**config.mk**
```make
export PLATFORM = sky130hd
export DESIGN_NAME = alarm_panel_controller_top_flat
export DESIGN_NICKNAME = d
export VERILOG_FILES = /design/src/apc_pkg.sv /design/src/apc_req_if.sv /design/src/apc_rsp_if.sv /design/src/apc_csr_if.sv /design/src/apc_csr.sv /design/src/apc_engine.sv /design/src/alarm_panel_controller_top.sv /design/src/flat_wrapper.sv
export SDC_FILE = /design/constraint.sdc
export NUM_CORES = 1
export LEC_CHECK = 0
export BUFFER_PORTS_ARGS = -buffer_cell sky130_fd_sc_hd__buf_2
export CAP_MARGIN = 10
export CORE_UTILIZATION = 40
export CTS_CLUSTER_SIZE = 12
export DETAILED_ROUTE_END_ITERATION = 16
export GPL_ROUTABILITY_DRIVEN = 0
export PLACE_DENSITY = 0.62
export SLEW_MARGIN = 40
export SYNTH_ARGS = -nofsm -noshare
export SYNTH_HDL_FRONTEND = slang
export SYNTH_SLANG_ARGS = --single-unit
```
**constraint.sdc**
```tcl
create_clock -name clock -period 9.6 [get_ports clock]
set_input_delay 0.48 -clock clock [delete_from_list [all_inputs] [get_ports clock]]
set_output_delay 0.48 -clock clock [all_outputs]
set_load 0.02 [all_outputs]
```
**src/apc_pkg.sv**
```systemverilog
`timescale 1ns / 1ps

package apc_pkg;

   // Build-time defaults
   localparam int CODE_LENGTH_DEF = 4;
   localparam int BLINK_HALF_DEF  = 500;

   // Field widths
   localparam int LIGHT_W   = 12;
   localparam int TIMER_W   = 16;
   localparam int DEBOUNCE_W = 8;
   localparam int CODE_W    = 4;
   localparam int CSR_IDX_W = 3;
   localparam int CSR_DAT_W = 16;
   localparam int BLINK_W   = 9;
   localparam int ENTRY_W   = 3;

   // Register indexes
   localparam logic [CSR_IDX_W-1:0] REG_CODE_PATTERN    = 3'd0;
   localparam logic [CSR_IDX_W-1:0] REG_LIGHT_THRESHOLD = 3'd1;
   localparam logic [CSR_IDX_W-1:0] REG_ENTRY_TIMEOUT   = 3'd2;
   localparam logic [CSR_IDX_W-1:0] REG_DEBOUNCE_TICKS  = 3'd3;
   localparam logic [CSR_IDX_W-1:0] REG_EXIT_DELAY      = 3'd4;

   // Register reset values
   localparam logic [CODE_W-1:0]     CODE_PATTERN_RST    = 4'hF;
   localparam logic [LIGHT_W-1:0]    LIGHT_THRESHOLD_RST = 12'd100;
   localparam logic [TIMER_W-1:0]    ENTRY_TIMEOUT_RST   = 16'd5000;
   localparam logic [DEBOUNCE_W-1:0] DEBOUNCE_TICKS_RST  = 8'd50;
   localparam logic [TIMER_W-1:0]    EXIT_DELAY_RST      = 16'd3000;

   // Panel modes
   typedef enum logic [1:0] {
      MODE_IDLE  = 2'd0,
      MODE_ARMED = 2'd1,
      MODE_TRIG  = 2'd2
   } mode_type;

   // Code events
   localparam logic [1:0] CODE_EV_NONE  = 2'd0;
   localparam logic [1:0] CODE_EV_WRONG = 2'd1;
   localparam logic [1:0] CODE_EV_RIGHT = 2'd2;

   // Alarm events
   localparam logic [2:0] ALARM_EV_NONE    = 3'd0;
   localparam logic [2:0] ALARM_EV_UNARMED = 3'd1;
   localparam logic [2:0] ALARM_EV_ARMED   = 3'd2;
   localparam logic [2:0] ALARM_EV_MOTION  = 3'd3;
   localparam logic [2:0] ALARM_EV_LIGHT   = 3'd4;

   typedef struct packed {
      logic [CODE_W-1:0]     code_pattern;
      logic [LIGHT_W-1:0]    light_threshold;
      logic [TIMER_W-1:0]    entry_timeout;
      logic [DEBOUNCE_W-1:0] debounce_ticks;
      logic [TIMER_W-1:0]    exit_delay;
   } cfg_type;

   typedef struct packed {
      logic               press_one;
      logic               press_two;
      logic [LIGHT_W-1:0] light_level;
      logic               motion_seen;
   } req_item_type;

   typedef struct packed {
      logic [1:0]         panel_mode;
      logic [1:0]         code_event;
      logic [2:0]         alarm_event;
      logic [ENTRY_W-1:0] code_progress;
      logic               yellow_lamp;
      logic               green_lamp;
      logic               red_lamp;
      logic               buzzer_on;
   } rsp_item_type;

endpackage

```
**src/apc_req_if.sv**
```systemverilog
`timescale 1ns / 1ps

interface apc_req_if;
   import apc_pkg::*;

   logic               valid;
   logic               ready;
   logic               press_one;
   logic               press_two;
   logic [LIGHT_W-1:0] light_level;
   logic               motion_seen;

   modport source (output valid, press_one, press_two, light_level, motion_seen,
                   input ready);
   modport sink   (input valid, press_one, press_two, light_level, motion_seen,
                   output ready);
endinterface

```
**src/apc_rsp_if.sv**
```systemverilog
`timescale 1ns / 1ps

interface apc_rsp_if;
   import apc_pkg::*;

   logic               valid;
   logic               ready;
   logic [1:0]         panel_mode;
   logic [1:0]         code_event;
   logic [2:0]         alarm_event;
   logic [ENTRY_W-1:0] code_progress;
   logic               yellow_lamp;
   logic               green_lamp;
   logic               red_lamp;
   logic               buzzer_on;

   modport source (output valid, panel_mode, code_event, alarm_event, code_progress,
                          yellow_lamp, green_lamp, red_lamp, buzzer_on,
                   input ready);
   modport sink   (input valid, panel_mode, code_event, alarm_event, code_progress,
                         yellow_lamp, green_lamp, red_lamp, buzzer_on,
                   output ready);
endinterface

```
**src/apc_csr_if.sv**
```systemverilog
`timescale 1ns / 1ps

interface apc_csr_if;
   import apc_pkg::*;

   logic                 valid;
   logic                 ready;
   logic [CSR_IDX_W-1:0] index;
   logic [CSR_DAT_W-1:0] data;

   modport source (output valid, index, data, input ready);
   modport sink   (input valid, index, data, output ready);
endinterface

```
**src/apc_csr.sv**
```systemverilog
`timescale 1ns / 1ps

module apc_csr (
   input  logic             clock,
   input  logic             reset,
   apc_csr_if.sink          csr_chan,
   output apc_pkg::cfg_type cfg
);
   import apc_pkg::*;

   cfg_type cfg_ff;

   // Writes are always taken
   assign csr_chan.ready = 1'b1;
   assign cfg = cfg_ff;

   // Register file; unknown indexes are dropped
   always_ff @(posedge clock) begin
      if (reset) begin
         cfg_ff.code_pattern    <= CODE_PATTERN_RST;
         cfg_ff.light_threshold <= LIGHT_THRESHOLD_RST;
         cfg_ff.entry_timeout   <= ENTRY_TIMEOUT_RST;
         cfg_ff.debounce_ticks  <= DEBOUNCE_TICKS_RST;
         cfg_ff.exit_delay      <= EXIT_DELAY_RST;
      end else if (csr_chan.valid) begin
         case (csr_chan.index)
            REG_CODE_PATTERN:    cfg_ff.code_pattern    <= csr_chan.data[CODE_W-1:0];
            REG_LIGHT_THRESHOLD: cfg_ff.light_threshold <= csr_chan.data[LIGHT_W-1:0];
            REG_ENTRY_TIMEOUT:   cfg_ff.entry_timeout   <= csr_chan.data[TIMER_W-1:0];
            REG_DEBOUNCE_TICKS:  cfg_ff.debounce_ticks  <= csr_chan.data[DEBOUNCE_W-1:0];
            REG_EXIT_DELAY:      cfg_ff.exit_delay      <= csr_chan.data[TIMER_W-1:0];
            default: ;
         endcase
      end
   end
endmodule

```
**src/apc_engine.sv**
```systemverilog
`timescale 1ns / 1ps

module apc_engine #(
   parameter int CODE_LENGTH = apc_pkg::CODE_LENGTH_DEF,
   parameter int BLINK_HALF  = apc_pkg::BLINK_HALF_DEF
) (
   input  logic                  clock,
   input  logic                  reset,
   input  logic                  step,
   input  apc_pkg::req_item_type item,
   input  apc_pkg::cfg_type      cfg,
   output apc_pkg::rsp_item_type result
);
   import apc_pkg::*;

   localparam logic [ENTRY_W:0] CODE_LEN_W  = (ENTRY_W+1)'(CODE_LENGTH);
   localparam logic [BLINK_W:0] BLINK_HALF_W = (BLINK_W+1)'(BLINK_HALF);

   mode_type             mode_ff, mode_in;
   logic [ENTRY_W-1:0]   entry_ff, entry_in;
   logic [TIMER_W-1:0]   since_ff, since_in;
   logic [TIMER_W-1:0]   exit_ff, exit_in;
   logic [BLINK_W-1:0]   blink_cnt_ff, blink_cnt_in;
   logic                 phase_ff, phase_in;
   logic                 announce_ff, announce_in;

   // code entry results
   logic [TIMER_W-1:0]   tick_cnt;
   logic [ENTRY_W-1:0]   ce_entry;
   logic [TIMER_W-1:0]   ce_since;
   logic [1:0]           ce_ev;
   logic                 want_bit;
   logic [ENTRY_W:0]     entry_next;

   logic [BLINK_W:0]     blink_next;
   logic                 light_hit;
   logic [1:0]           code_ev;
   logic [2:0]           alarm_ev;
   logic                 green;

   // Code entry step, shared by idle and triggered
   always_comb begin
      tick_cnt   = (since_ff != {TIMER_W{1'b1}}) ? since_ff + 16'd1 : since_ff;
      want_bit   = (entry_ff[2] == 1'b0) ? cfg.code_pattern[entry_ff[1:0]] : 1'b0;
      entry_next = {1'b0, entry_ff} + 4'd1;
      ce_entry   = entry_ff;
      ce_since   = tick_cnt;
      ce_ev      = CODE_EV_NONE;
      if (tick_cnt >= cfg.entry_timeout) begin
         // pause too long: restart, press ignored
         ce_entry = '0;
         ce_since = '0;
      end else if ((item.press_one || item.press_two) &&
                   (tick_cnt > {8'd0, cfg.debounce_ticks})) begin
         ce_since = '0;
         if (item.press_one != want_bit) begin
            ce_entry = '0;
            ce_ev    = CODE_EV_WRONG;
         end else if (entry_next >= CODE_LEN_W) begin
            ce_entry = '0;
            ce_ev    = CODE_EV_RIGHT;
         end else begin
            ce_entry = entry_next[ENTRY_W-1:0];
         end
      end
   end

   // Mode logic and next state
   always_comb begin
      mode_in      = mode_ff;
      entry_in     = entry_ff;
      since_in     = since_ff;
      exit_in      = exit_ff;
      blink_cnt_in = blink_cnt_ff;
      phase_in     = phase_ff;
      announce_in  = announce_ff;
      code_ev      = CODE_EV_NONE;
      alarm_ev     = ALARM_EV_NONE;
      blink_next   = {1'b0, blink_cnt_ff} + 10'd1;
      light_hit    = item.light_level >= cfg.light_threshold;
      case (mode_ff)
         MODE_ARMED: begin
            if (exit_ff < cfg.exit_delay) begin
               // exit delay, sensors ignored
               exit_in = exit_ff + 16'd1;
               if (blink_next >= BLINK_HALF_W) begin
                  blink_cnt_in = '0;
                  phase_in     = ~phase_ff;
               end else begin
                  blink_cnt_in = blink_next[BLINK_W-1:0];
               end
            end else if (announce_ff) begin
               alarm_ev    = ALARM_EV_ARMED;
               announce_in = 1'b0;
            end else if (light_hit || item.motion_seen) begin
               alarm_ev    = light_hit ? ALARM_EV_LIGHT : ALARM_EV_MOTION;
               mode_in     = MODE_TRIG;
               entry_in    = '0;
               since_in    = '0;
               announce_in = 1'b0;
            end
         end
         MODE_TRIG: begin
            code_ev  = ce_ev;
            entry_in = ce_entry;
            since_in = ce_since;
            if (ce_ev == CODE_EV_RIGHT) begin
               mode_in     = MODE_IDLE;
               announce_in = 1'b1;
            end
         end
         default: begin
            mode_in = MODE_IDLE;
            if (announce_ff) begin
               alarm_ev    = ALARM_EV_UNARMED;
               announce_in = 1'b0;
            end
            code_ev  = ce_ev;
            entry_in = ce_entry;
            since_in = ce_since;
            if (ce_ev == CODE_EV_RIGHT) begin
               mode_in      = MODE_ARMED;
               exit_in      = '0;
               blink_cnt_in = '0;
               phase_in     = 1'b1;
               announce_in  = 1'b1;
            end
         end
      endcase

      // lamps from the state after this tick
      green = 1'b0;
      if (mode_in == MODE_ARMED) begin
         green = (exit_in < cfg.exit_delay) ? phase_in : 1'b1;
      end

      result.panel_mode    = mode_in;
      result.code_event    = code_ev;
      result.alarm_event   = alarm_ev;
      result.code_progress = entry_in;
      result.yellow_lamp   = (mode_in == MODE_IDLE);
      result.green_lamp    = green;
      result.red_lamp      = (mode_in == MODE_TRIG);
      result.buzzer_on     = (mode_in == MODE_TRIG);
   end

   // Panel state
   always_ff @(posedge clock) begin
      if (reset) begin
         mode_ff      <= MODE_IDLE;
         entry_ff     <= '0;
         since_ff     <= '0;
         exit_ff      <= '0;
         blink_cnt_ff <= '0;
         phase_ff     <= 1'b1;
         announce_ff  <= 1'b1;
      end else if (step) begin
         mode_ff      <= mode_in;
         entry_ff     <= entry_in;
         since_ff     <= since_in;
         exit_ff      <= exit_in;
         blink_cnt_ff <= blink_cnt_in;
         phase_ff     <= phase_in;
         announce_ff  <= announce_in;
      end
   end
endmodule

```
**src/alarm_panel_controller_top.sv**
```systemverilog
`timescale 1ns / 1ps

// A word accepted on the request channel passes through the input register, then the
// result register, before it appears on the result channel.
// Throughput: one word per cycle while the result channel is ready.
// Reset: synchronous, active high; panel idle, registers at their defaults, both
// pipeline stages empty, first result reports unarmed.
module alarm_panel_controller_top #(
   parameter int CODE_LENGTH = apc_pkg::CODE_LENGTH_DEF,
   parameter int BLINK_HALF  = apc_pkg::BLINK_HALF_DEF
) (
   input  logic     clock,
   input  logic     reset,
   apc_req_if.sink  req_chan,
   apc_rsp_if.source rsp_chan,
   apc_csr_if.sink  csr_chan
);
   import apc_pkg::*;

   cfg_type      cfg;
   req_item_type inp_ff;
   logic         inp_valid_ff;
   rsp_item_type out_ff;
   logic         out_valid_ff;
   rsp_item_type result;
   logic         advance;

   // Stage moves when the result register is free or being emptied
   assign advance        = inp_valid_ff && (!out_valid_ff || rsp_chan.ready);
   assign req_chan.ready = !inp_valid_ff || advance;

   apc_csr u_csr (
      .clock    (clock),
      .reset    (reset),
      .csr_chan (csr_chan),
      .cfg      (cfg)
   );

   apc_engine #(
      .CODE_LENGTH (CODE_LENGTH),
      .BLINK_HALF  (BLINK_HALF)
   ) u_engine (
      .clock  (clock),
      .reset  (reset),
      .step   (advance),
      .item   (inp_ff),
      .cfg    (cfg),
      .result (result)
   );

   // Input register
   always_ff @(posedge clock) begin
      if (reset) begin
         inp_valid_ff <= 1'b0;
      end else if (req_chan.ready) begin
         inp_valid_ff <= req_chan.valid;
      end
   end

   always_ff @(posedge clock) begin
      if (req_chan.ready && req_chan.valid) begin
         inp_ff.press_one   <= req_chan.press_one;
         inp_ff.press_two   <= req_chan.press_two;
         inp_ff.light_level <= req_chan.light_level;
         inp_ff.motion_seen <= req_chan.motion_seen;
      end
   end

   // Result register
   always_ff @(posedge clock) begin
      if (reset) begin
         out_valid_ff <= 1'b0;
      end else if (advance) begin
         out_valid_ff <= 1'b1;
      end else if (rsp_chan.ready) begin
         out_valid_ff <= 1'b0;
      end
   end

   always_ff @(posedge clock) begin
      if (advance) begin
         out_ff <= result;
      end
   end

   assign rsp_chan.valid         = out_valid_ff;
   assign rsp_chan.panel_mode    = out_ff.panel_mode;
   assign rsp_chan.code_event    = out_ff.code_event;
   assign rsp_chan.alarm_event   = out_ff.alarm_event;
   assign rsp_chan.code_progress = out_ff.code_progress;
   assign rsp_chan.yellow_lamp   = out_ff.yellow_lamp;
   assign rsp_chan.green_lamp    = out_ff.green_lamp;
   assign rsp_chan.red_lamp      = out_ff.red_lamp;
   assign rsp_chan.buzzer_on     = out_ff.buzzer_on;
endmodule
```
**src/flat_wrapper.sv**
```systemverilog
// flat-port wrapper written by rule: the top's interface ports become plain ports
module alarm_panel_controller_top_flat import apc_pkg::*;
#(
   parameter int CODE_LENGTH = apc_pkg::CODE_LENGTH_DEF,
   parameter int BLINK_HALF  = apc_pkg::BLINK_HALF_DEF
)
  (clock, reset, req_chan_valid, req_chan_press_one, req_chan_press_two, req_chan_light_level, req_chan_motion_seen, req_chan_ready, rsp_chan_valid, rsp_chan_panel_mode, rsp_chan_code_event, rsp_chan_alarm_event, rsp_chan_code_progress, rsp_chan_yellow_lamp, rsp_chan_green_lamp, rsp_chan_red_lamp, rsp_chan_buzzer_on, rsp_chan_ready, csr_chan_valid, csr_chan_index, csr_chan_data, csr_chan_ready);
  apc_req_if req_chan_i ();
  apc_rsp_if rsp_chan_i ();
  apc_csr_if csr_chan_i ();
  input  logic clock;
  input  logic reset;
  input wire logic [$bits(req_chan_i.valid)-1:0] req_chan_valid;
  input wire logic [$bits(req_chan_i.press_one)-1:0] req_chan_press_one;
  input wire logic [$bits(req_chan_i.press_two)-1:0] req_chan_press_two;
  input wire logic [$bits(req_chan_i.light_level)-1:0] req_chan_light_level;
  input wire logic [$bits(req_chan_i.motion_seen)-1:0] req_chan_motion_seen;
  output wire logic [$bits(req_chan_i.ready)-1:0] req_chan_ready;
  output wire logic [$bits(rsp_chan_i.valid)-1:0] rsp_chan_valid;
  output wire logic [$bits(rsp_chan_i.panel_mode)-1:0] rsp_chan_panel_mode;
  output wire logic [$bits(rsp_chan_i.code_event)-1:0] rsp_chan_code_event;
  output wire logic [$bits(rsp_chan_i.alarm_event)-1:0] rsp_chan_alarm_event;
  output wire logic [$bits(rsp_chan_i.code_progress)-1:0] rsp_chan_code_progress;
  output wire logic [$bits(rsp_chan_i.yellow_lamp)-1:0] rsp_chan_yellow_lamp;
  output wire logic [$bits(rsp_chan_i.green_lamp)-1:0] rsp_chan_green_lamp;
  output wire logic [$bits(rsp_chan_i.red_lamp)-1:0] rsp_chan_red_lamp;
  output wire logic [$bits(rsp_chan_i.buzzer_on)-1:0] rsp_chan_buzzer_on;
  input wire logic [$bits(rsp_chan_i.ready)-1:0] rsp_chan_ready;
  input wire logic [$bits(csr_chan_i.valid)-1:0] csr_chan_valid;
  input wire logic [$bits(csr_chan_i.index)-1:0] csr_chan_index;
  input wire logic [$bits(csr_chan_i.data)-1:0] csr_chan_data;
  output wire logic [$bits(csr_chan_i.ready)-1:0] csr_chan_ready;
  assign req_chan_i.valid = req_chan_valid;
  assign req_chan_i.press_one = req_chan_press_one;
  assign req_chan_i.press_two = req_chan_press_two;
  assign req_chan_i.light_level = req_chan_light_level;
  assign req_chan_i.motion_seen = req_chan_motion_seen;
  assign req_chan_ready = req_chan_i.ready;
  assign rsp_chan_valid = rsp_chan_i.valid;
  assign rsp_chan_panel_mode = rsp_chan_i.panel_mode;
  assign rsp_chan_code_event = rsp_chan_i.code_event;
  assign rsp_chan_alarm_event = rsp_chan_i.alarm_event;
  assign rsp_chan_code_progress = rsp_chan_i.code_progress;
  assign rsp_chan_yellow_lamp = rsp_chan_i.yellow_lamp;
  assign rsp_chan_green_lamp = rsp_chan_i.green_lamp;
  assign rsp_chan_red_lamp = rsp_chan_i.red_lamp;
  assign rsp_chan_buzzer_on = rsp_chan_i.buzzer_on;
  assign rsp_chan_i.ready = rsp_chan_ready;
  assign csr_chan_i.valid = csr_chan_valid;
  assign csr_chan_i.index = csr_chan_index;
  assign csr_chan_i.data = csr_chan_data;
  assign csr_chan_ready = csr_chan_i.ready;
  alarm_panel_controller_top #(.CODE_LENGTH(CODE_LENGTH), .BLINK_HALF(BLINK_HALF)) u_core (.clock(clock), .reset(reset), .req_chan(req_chan_i), .rsp_chan(rsp_chan_i), .csr_chan(csr_chan_i));
endmodule
```
; ---- After elaboration in Yosys (flattened, before gate mapping)
; Index checks and enable logic that the tools add are counted.
; W data, S select, Z words.
[totals]
wordCells = 128
output_inout_bits = 17
register_bits = 134
inputBits = 39
[classes]
add_sub_neg = 4
n_reduce_logical = 21
magnitude_cmp = 8
mux = 52
eq_ne = 16
bitwise = 2
[ops]
columns = op, n
row1 = $mux W16, 9
row2 = $mux W3, 12
row3 = $add A16 B1 Y16 const B, 2
row4 = $lt A16 B16 Y1, 2
row5 = $pmux W16 S2, 1
row6 = $mux W9, 3
row7 = $pmux W9 S2, 1
row8 = $ge A16 B16 Y1, 1
row9 = $gt A16 B8 Y1, 1
row10 = $mux W2, 8
row11 = $ne A16 B16 Y1 const B, 1
row12 = $mux W1, 13
row13 = $ge A12 B12 Y1, 1
row14 = $add A9 B1 Y10 const B, 1
row15 = $ge A10 B9 Y1 const B, 1
row16 = $ne A2 B2 Y1 const B, 5
row17 = $reduce_and A2 Y1, 5
row18 = $reduce_and A4 Y1, 2
row19 = $eq A2 B2 Y1 const B, 3
row20 = $eq A3 B2 Y1 const B, 2
row21 = $pmux W3 S2, 1
row22 = $add A3 B1 Y4 const B, 1
row23 = $eq A2 B1 Y1 const B, 2
row24 = $ge A4 B3 Y1 const B, 1
row25 = 15 further kinds, 24

; ---- Depth between registers and ports, before layout
[logic_depth]
depth_word = 12
depth_mapped = 23
ltp_nobuf = 22

; ---- By module
; Synthesis repeated with hierarchy kept, for this count alone.
[hier_totals]
cells_unflattened = 955
hier_area_um2 = 8515.7
[modules_own_cells]
columns = mod, seq_area_each_um2, cells_each, area_per_inst_um2, n_inst
row1 = apc_engine, 960.9, 693, 5242.5, 1
row2 = apc_csr, 1121.1, 223, 2298.5, 1
row3 = alarm_panel_controller_top, 910.9, 39, 974.7, 1

; ---- Worst setup path after synthesis
; OpenSTA, ideal clock, no wires.
[synth_path]
path_kind = register to register
start = register u_core.u_engine.since_ff[0]
end = register u_core.out_ff (netlist bit u_core.rsp_chan.green_lamp), data pin
period_less_slack_ns = 5.363
path_slack_ns = 4.237
n_path_buf = 1
setup_ns = 0.261
path_stages_with_launch = 23
t_arrival_ns = 5.102
t_required_ns = 9.339
path_cell_list = dfxtp_1 > ha_1 > and3_1 > and3_1 > nand2_1 > nand4_1 > or2_2 > xnor2_1 > ha_1 > nand4_1 > or3_1 > a221o_1 > nor4_1 > a21oi_1 > nor2_1 > buf_2 > a21o_1 > ha_1 > a211oi_1 > nand2_1 > a2111oi_0 > nor3_1 > o311a_1
[synth_between]
elab_chain_len = 11
word_cells_on_any_way = 19
cone_classes = add/sub (1) / order compare (3) / eq/ne (3) / mux (11) / reduce/logical (1)
[synth_rtl]
columns = element, line_no
row1 = from (decl), apc_engine.sv:21  ; logic [TIMER_W-1:0] since_ff, since_in;
row2 = from (signal assigned), apc_engine.sv:160  ; since_ff <= since_in;
row3 = $add A16 B1 Y16 or $ne A16 B16 Y1 (tied branches), apc_engine.sv:43  ; tick_cnt = (since_ff != {TIMER_W{1'b1}}) ? since_ff + 16'd1 : since_ff;
row4 = $mux W16 *, apc_engine.sv:43
row5 = $gt A16 B8 Y1, apc_engine.sv:54  ; (tick_cnt > {8'd0, cfg.debounce_ticks})) begin
row6 = $logic_and A1 B1 Y1, apc_engine.sv:53  ; end else if ((item.press_one || item.press_two) &&
row7 = $mux W2, apc_engine.sv:53
row8 = $mux W2 *, apc_engine.sv:49  ; if (tick_cnt >= cfg.entry_timeout) begin
row9 = $eq A2 B2 Y1 *, apc_engine.sv:121  ; if (ce_ev == CODE_EV_RIGHT) begin
row10 = $mux W16 *, apc_engine.sv:121
row11 = $pmux W16 S2 *, apc_engine.sv:81  ; case (mode_ff)
row12 = net u_core.u_engine.exit_in[3], apc_engine.sv:22  ; logic [TIMER_W-1:0] exit_ff, exit_in;
row13 = $lt A16 B16 Y1 *, apc_engine.sv:134  ; green = (exit_in < cfg.exit_delay) ? phase_in : 1'b1;
row14 = $mux W1 *, apc_engine.sv:134
row15 = to (signal assigned), alarm_panel_controller_top.sv:82  ; out_ff <= result;
row16 = to (decl), alarm_panel_controller_top.sv:23  ; rsp_item_type out_ff;
; The timed path passes the listed nets; every way through them passes the cells marked *.
; A chain may end at the register's enable or synchronous reset.

; ---- Worst setup path after layout
; Ends and elaborated chain as after synthesis.

==> impl_metrics.ini <==
[clock_tree]
root_buffer = clkbuf_16
cts_made_buffers = 17
clock_sinks = 134
cts.repair.resized = 0
hold_buffers = 0
cts_tree = yes
clkTransAtPathRegs_ns = 0.06
cts_post_setup_buffers_inserted = 0
clock_latency_ns = 0.42
clk_path_buf_depth = 2
cts_max_level = 4

[floorplan]
core_mm2 = 0.01972
dieArea_mm2 = 0.02096
die_h_um = 144.8
start_util_pct = 41.36
fp-row-count = 51
pin_count = 56
die_width_um = 144.8

[yosys]
synth_ff_type = dfxtp_1
synth_area_per_cell_um2 = 8.305
ys_ff_latch = 134
synth_area_mm2 = 0.008155
yosys.area.top_type = dfxtp_1
synth_fp_nets = 1094
yosysSeqAreaShare_pct = 36.33
synthArstFlopShare_pct = 0
synth_top_area_share_pct = 26.02
synthCells = 982
yosys_warnings = 0
synth_area_leaders = dfxtp_1 (26%), ha_1 (11%), edfxtp_1 (10%)
synth.distinct_cells = 80
synth_edf_count = 28

[critical_path]
crit_type = flip-flop to flip-flop
arrival_ns = 6.52
r2r_cells = 21
cp.required_ns = 9.76
r2r_end = u_core.rsp_chan.green_lamp$_SDFFCE_PP0P_
end_kind = flip-flop
crit_fanout = 11
start_kind = flip-flop
r2r_slack_ns = 3.24
startpoint = u_core.u_engine.since_ff[0]$_SDFFE_PP0P_
timing.rr.start = u_core.u_engine.since_ff[0]$_SDFFE_PP0P_

[status]
run_status = finished, final reports clean

[timing]
maxSlewViolCount = 0
min_period_ns = 6.360
min_period_over_period_pct = 66.25
setup_viol = 0
tightest_slew_ns = 0.7993
maxSlewHeadroom_pct = 46.71
hold_viol_final = 0
clock.fmax_mhz = 157.2
fin_setup_tns_ns = 0
fin_ws_ns = 3.240
rsz0062_at_grt = no
finClkSkew_ns = 0.01408

[hold_path]
min_from = req_chan_light_level[0]
min_to = u_core.inp_ff[1]$_DFFE_PP_
hold_depth = 1
hold_class = primary input to flip-flop

[global_route]
antenna_found_initial = 0
grt_pass1_wl_um = 34790
grt_pass1_vias = 6629
grt_remaining_overflow = 0
grt_use_total_pct = 21.57
grt_max_degree = 79

[flow_run]
cap_viol_max_count = 0

[routing]
drt_wl_total_um = 21640
drt_pass1_iterations = 9
avgRoutedWirePerCell_um = 16.80
drtIter0Drc = 626
drtAntennaViolNets = 0
viasPerCell = 5.660
drc = 0
vias = 7290

[layout]
final_common_cell = nand2_1
fin_cells = 1288
area_growth_syn_to_layout_pct = 12.57
finalNetCount = 1122
n_fill_cell = 1914
final_area_mm2 = 0.009180
layout.cells.most_common_list = nand2_1 (166), dfxtp_1 (106), a21oi_1 (100), inv_1 (77), ha_1 (72)
num_antenna_cells = 0
drive_gt1_share_pct = 11.73

[pwr]
combinationalPowerShare_pct = 6.4
p_sw_mw = 0.3110
intPower_mw = 1.031
total_power_mw = 1.342
pwr-share-seq_pct = 44.4
vdd_drop_max_uv = 112.3
power.leakage_nw = 3.622
swShare_pct = 23.17
p_per_area_mw_per_mm2 = 146.2
p_clk_share_pct = 49.1

[placed_design]
placed_cells = 1256
dpl-instance-area_mm2 = 0.008583
hpwl_um = 15340
post-place-ws_ns = 3.339
portBuffers = 54
-- cell type report --
cell class	count	area [um2]	share of cell area [%]
Clock buffer	25	498.0	5.425
Clock inverter	7	95.09	1.036
Inverter	79	296.5	3.230
Multi-Input combinational cell	719	4684	51.03
Sequential cell	134	2963	32.27
Tap cell	265	331.6	3.612
Timing Repair Buffer	59	311.5	3.394
-- cells in the mapped netlist (all sizes together) (4+ instances only) --
library cell	number
a21oi	101
clkbuf	34
dfxtp	106
o21a	7
nand4	35
nand3	30
ha	73
edfxtp	28
nand2	166
a311oi	7
a32o	7
a31oi	18
and3	12
o21ai	20
a21o	19
xor2	4
nor3	18
buf	16
o211ai	27
nor2b	8
o31ai	5
nand2b	5
inv	78
nor2	49
o32ai	12
o2111ai	5
and2	6
or4	4
o2bb2ai	5
or2	8
a211oi	8
xnor2	10
nor4	5
-- registers in the layout, summed over array words and instances, names as in the netlist --
register and cells:
u_core.u_engine.announce_ff 1, u_core.rsp_chan.alarm_event 3, u_core.rsp_chan.panel_mode 2, u_core.u_engine.phase_ff 1, u_core.rsp_chan.buzzer_on 1, u_core.u_engine.since_ff 16
u_core.rsp_chan.code_progress 3, u_core.rsp_chan.green_lamp 1, u_core.u_engine.blink_cnt_ff 9, u_core.inp_ff 15, u_core.u_engine.exit_ff 16, u_core.u_engine.entry_ff 3
u_core.u_csr.cfg 56, u_core.rsp_chan.valid 1, u_core.u_engine.mode_ff 2, u_core.inp_valid_ff 1, u_core.rsp_chan.yellow_lamp 1, u_core.rsp_chan.code_event 2
-- power groups by stage --
stage          Combinational (mW)  Clock [mW]  Sequential, mW
2_1_floorplan              0.0516           0           0.609
3_3_place_gp               0.0842           0           0.609
3_5_place_dp               0.0857           0           0.609
4_1_cts                    0.0864       0.670           0.597
5_1_grt                    0.0967       0.696           0.598
6_report                   0.0864       0.659           0.597
-- critical path: stages, from the launching register on --
cell and delay (ns):
dfxtp_1 0.36, ha_1 0.24, and3_1 0.22, and3_1 0.20, nand2_1 0.22, nand4_1 0.17, or2_2 0.31, xnor2_1 0.17
ha_1 0.32, nand4_1 0.13, or3_1 0.39, a221o_1 0.37, nor4_1 0.48, a21oi_1 0.29, nor2_1 0.62, a21o_1 0.22
ha_1 0.24, a211oi_1 0.32, nand2_1 0.11, a2111oi_0 0.32, nor3_1 0.11, o311a_1 0.29
-- through the flow --
stage                     utilization (%)  hold slack (ns)
after floorplan                         -           0.4351
after global placement              43.47           0.4438
after detailed placement            43.53           0.4473
after CTS                           46.54           0.2238
after global routing                46.56           0.2144
final                               46.56           0.2338
-- per-layer routing --
layer  GRT usage (%)  routed length (um)
met1           30.31               10420
met4           7.368                 448
met2           33.40                9670
met3           3.356                1102
met5               0                   0
-- cells by family (layout without fill, tap and decap cells) --
| group | after synthesis | in the layout | share of synthesized area, % |
|---|---|---|---|
| and+or+nand+nor | 357 | 357 | 20.62 |
| AOI/OAI and AO/OA | 271 | 271 | 23.40 |
| DFF | 134 | 134 | 36.33 |
| buffers and inverters | 129 | 170 | 6.367 |
| adders and majority gates | 73 | 73 | 11.20 |
| xor gates and xnor gates | 14 | 14 | 1.503 |
| muxes | 3 | 3 | 0.5370 |
| other | 1 | 1 | 0.04598 |
-- worst max-delay path by stage --
stage / cells past startpoint / endpoint / slack (ns)
5_1_grt: 21 / u_core.rsp_chan.green_lamp$_SDFFCE_PP0P_ / 2.69
3_3_place_gp: 21 / u_core.rsp_chan.green_lamp$_SDFFCE_PP0P_ / 3.53
6_report: 21 / u_core.rsp_chan.green_lamp$_SDFFCE_PP0P_ / 3.24
4_1_cts: 21 / u_core.rsp_chan.green_lamp$_SDFFCE_PP0P_ / 3.31
3_5_place_dp: 21 / u_core.rsp_chan.green_lamp$_SDFFCE_PP0P_ / 3.34
2_1_floorplan: 22 / u_core.rsp_chan.green_lamp$_SDFFCE_PP0P_ / 4.24
Note: power is estimated with default switching activity, not from simulation.
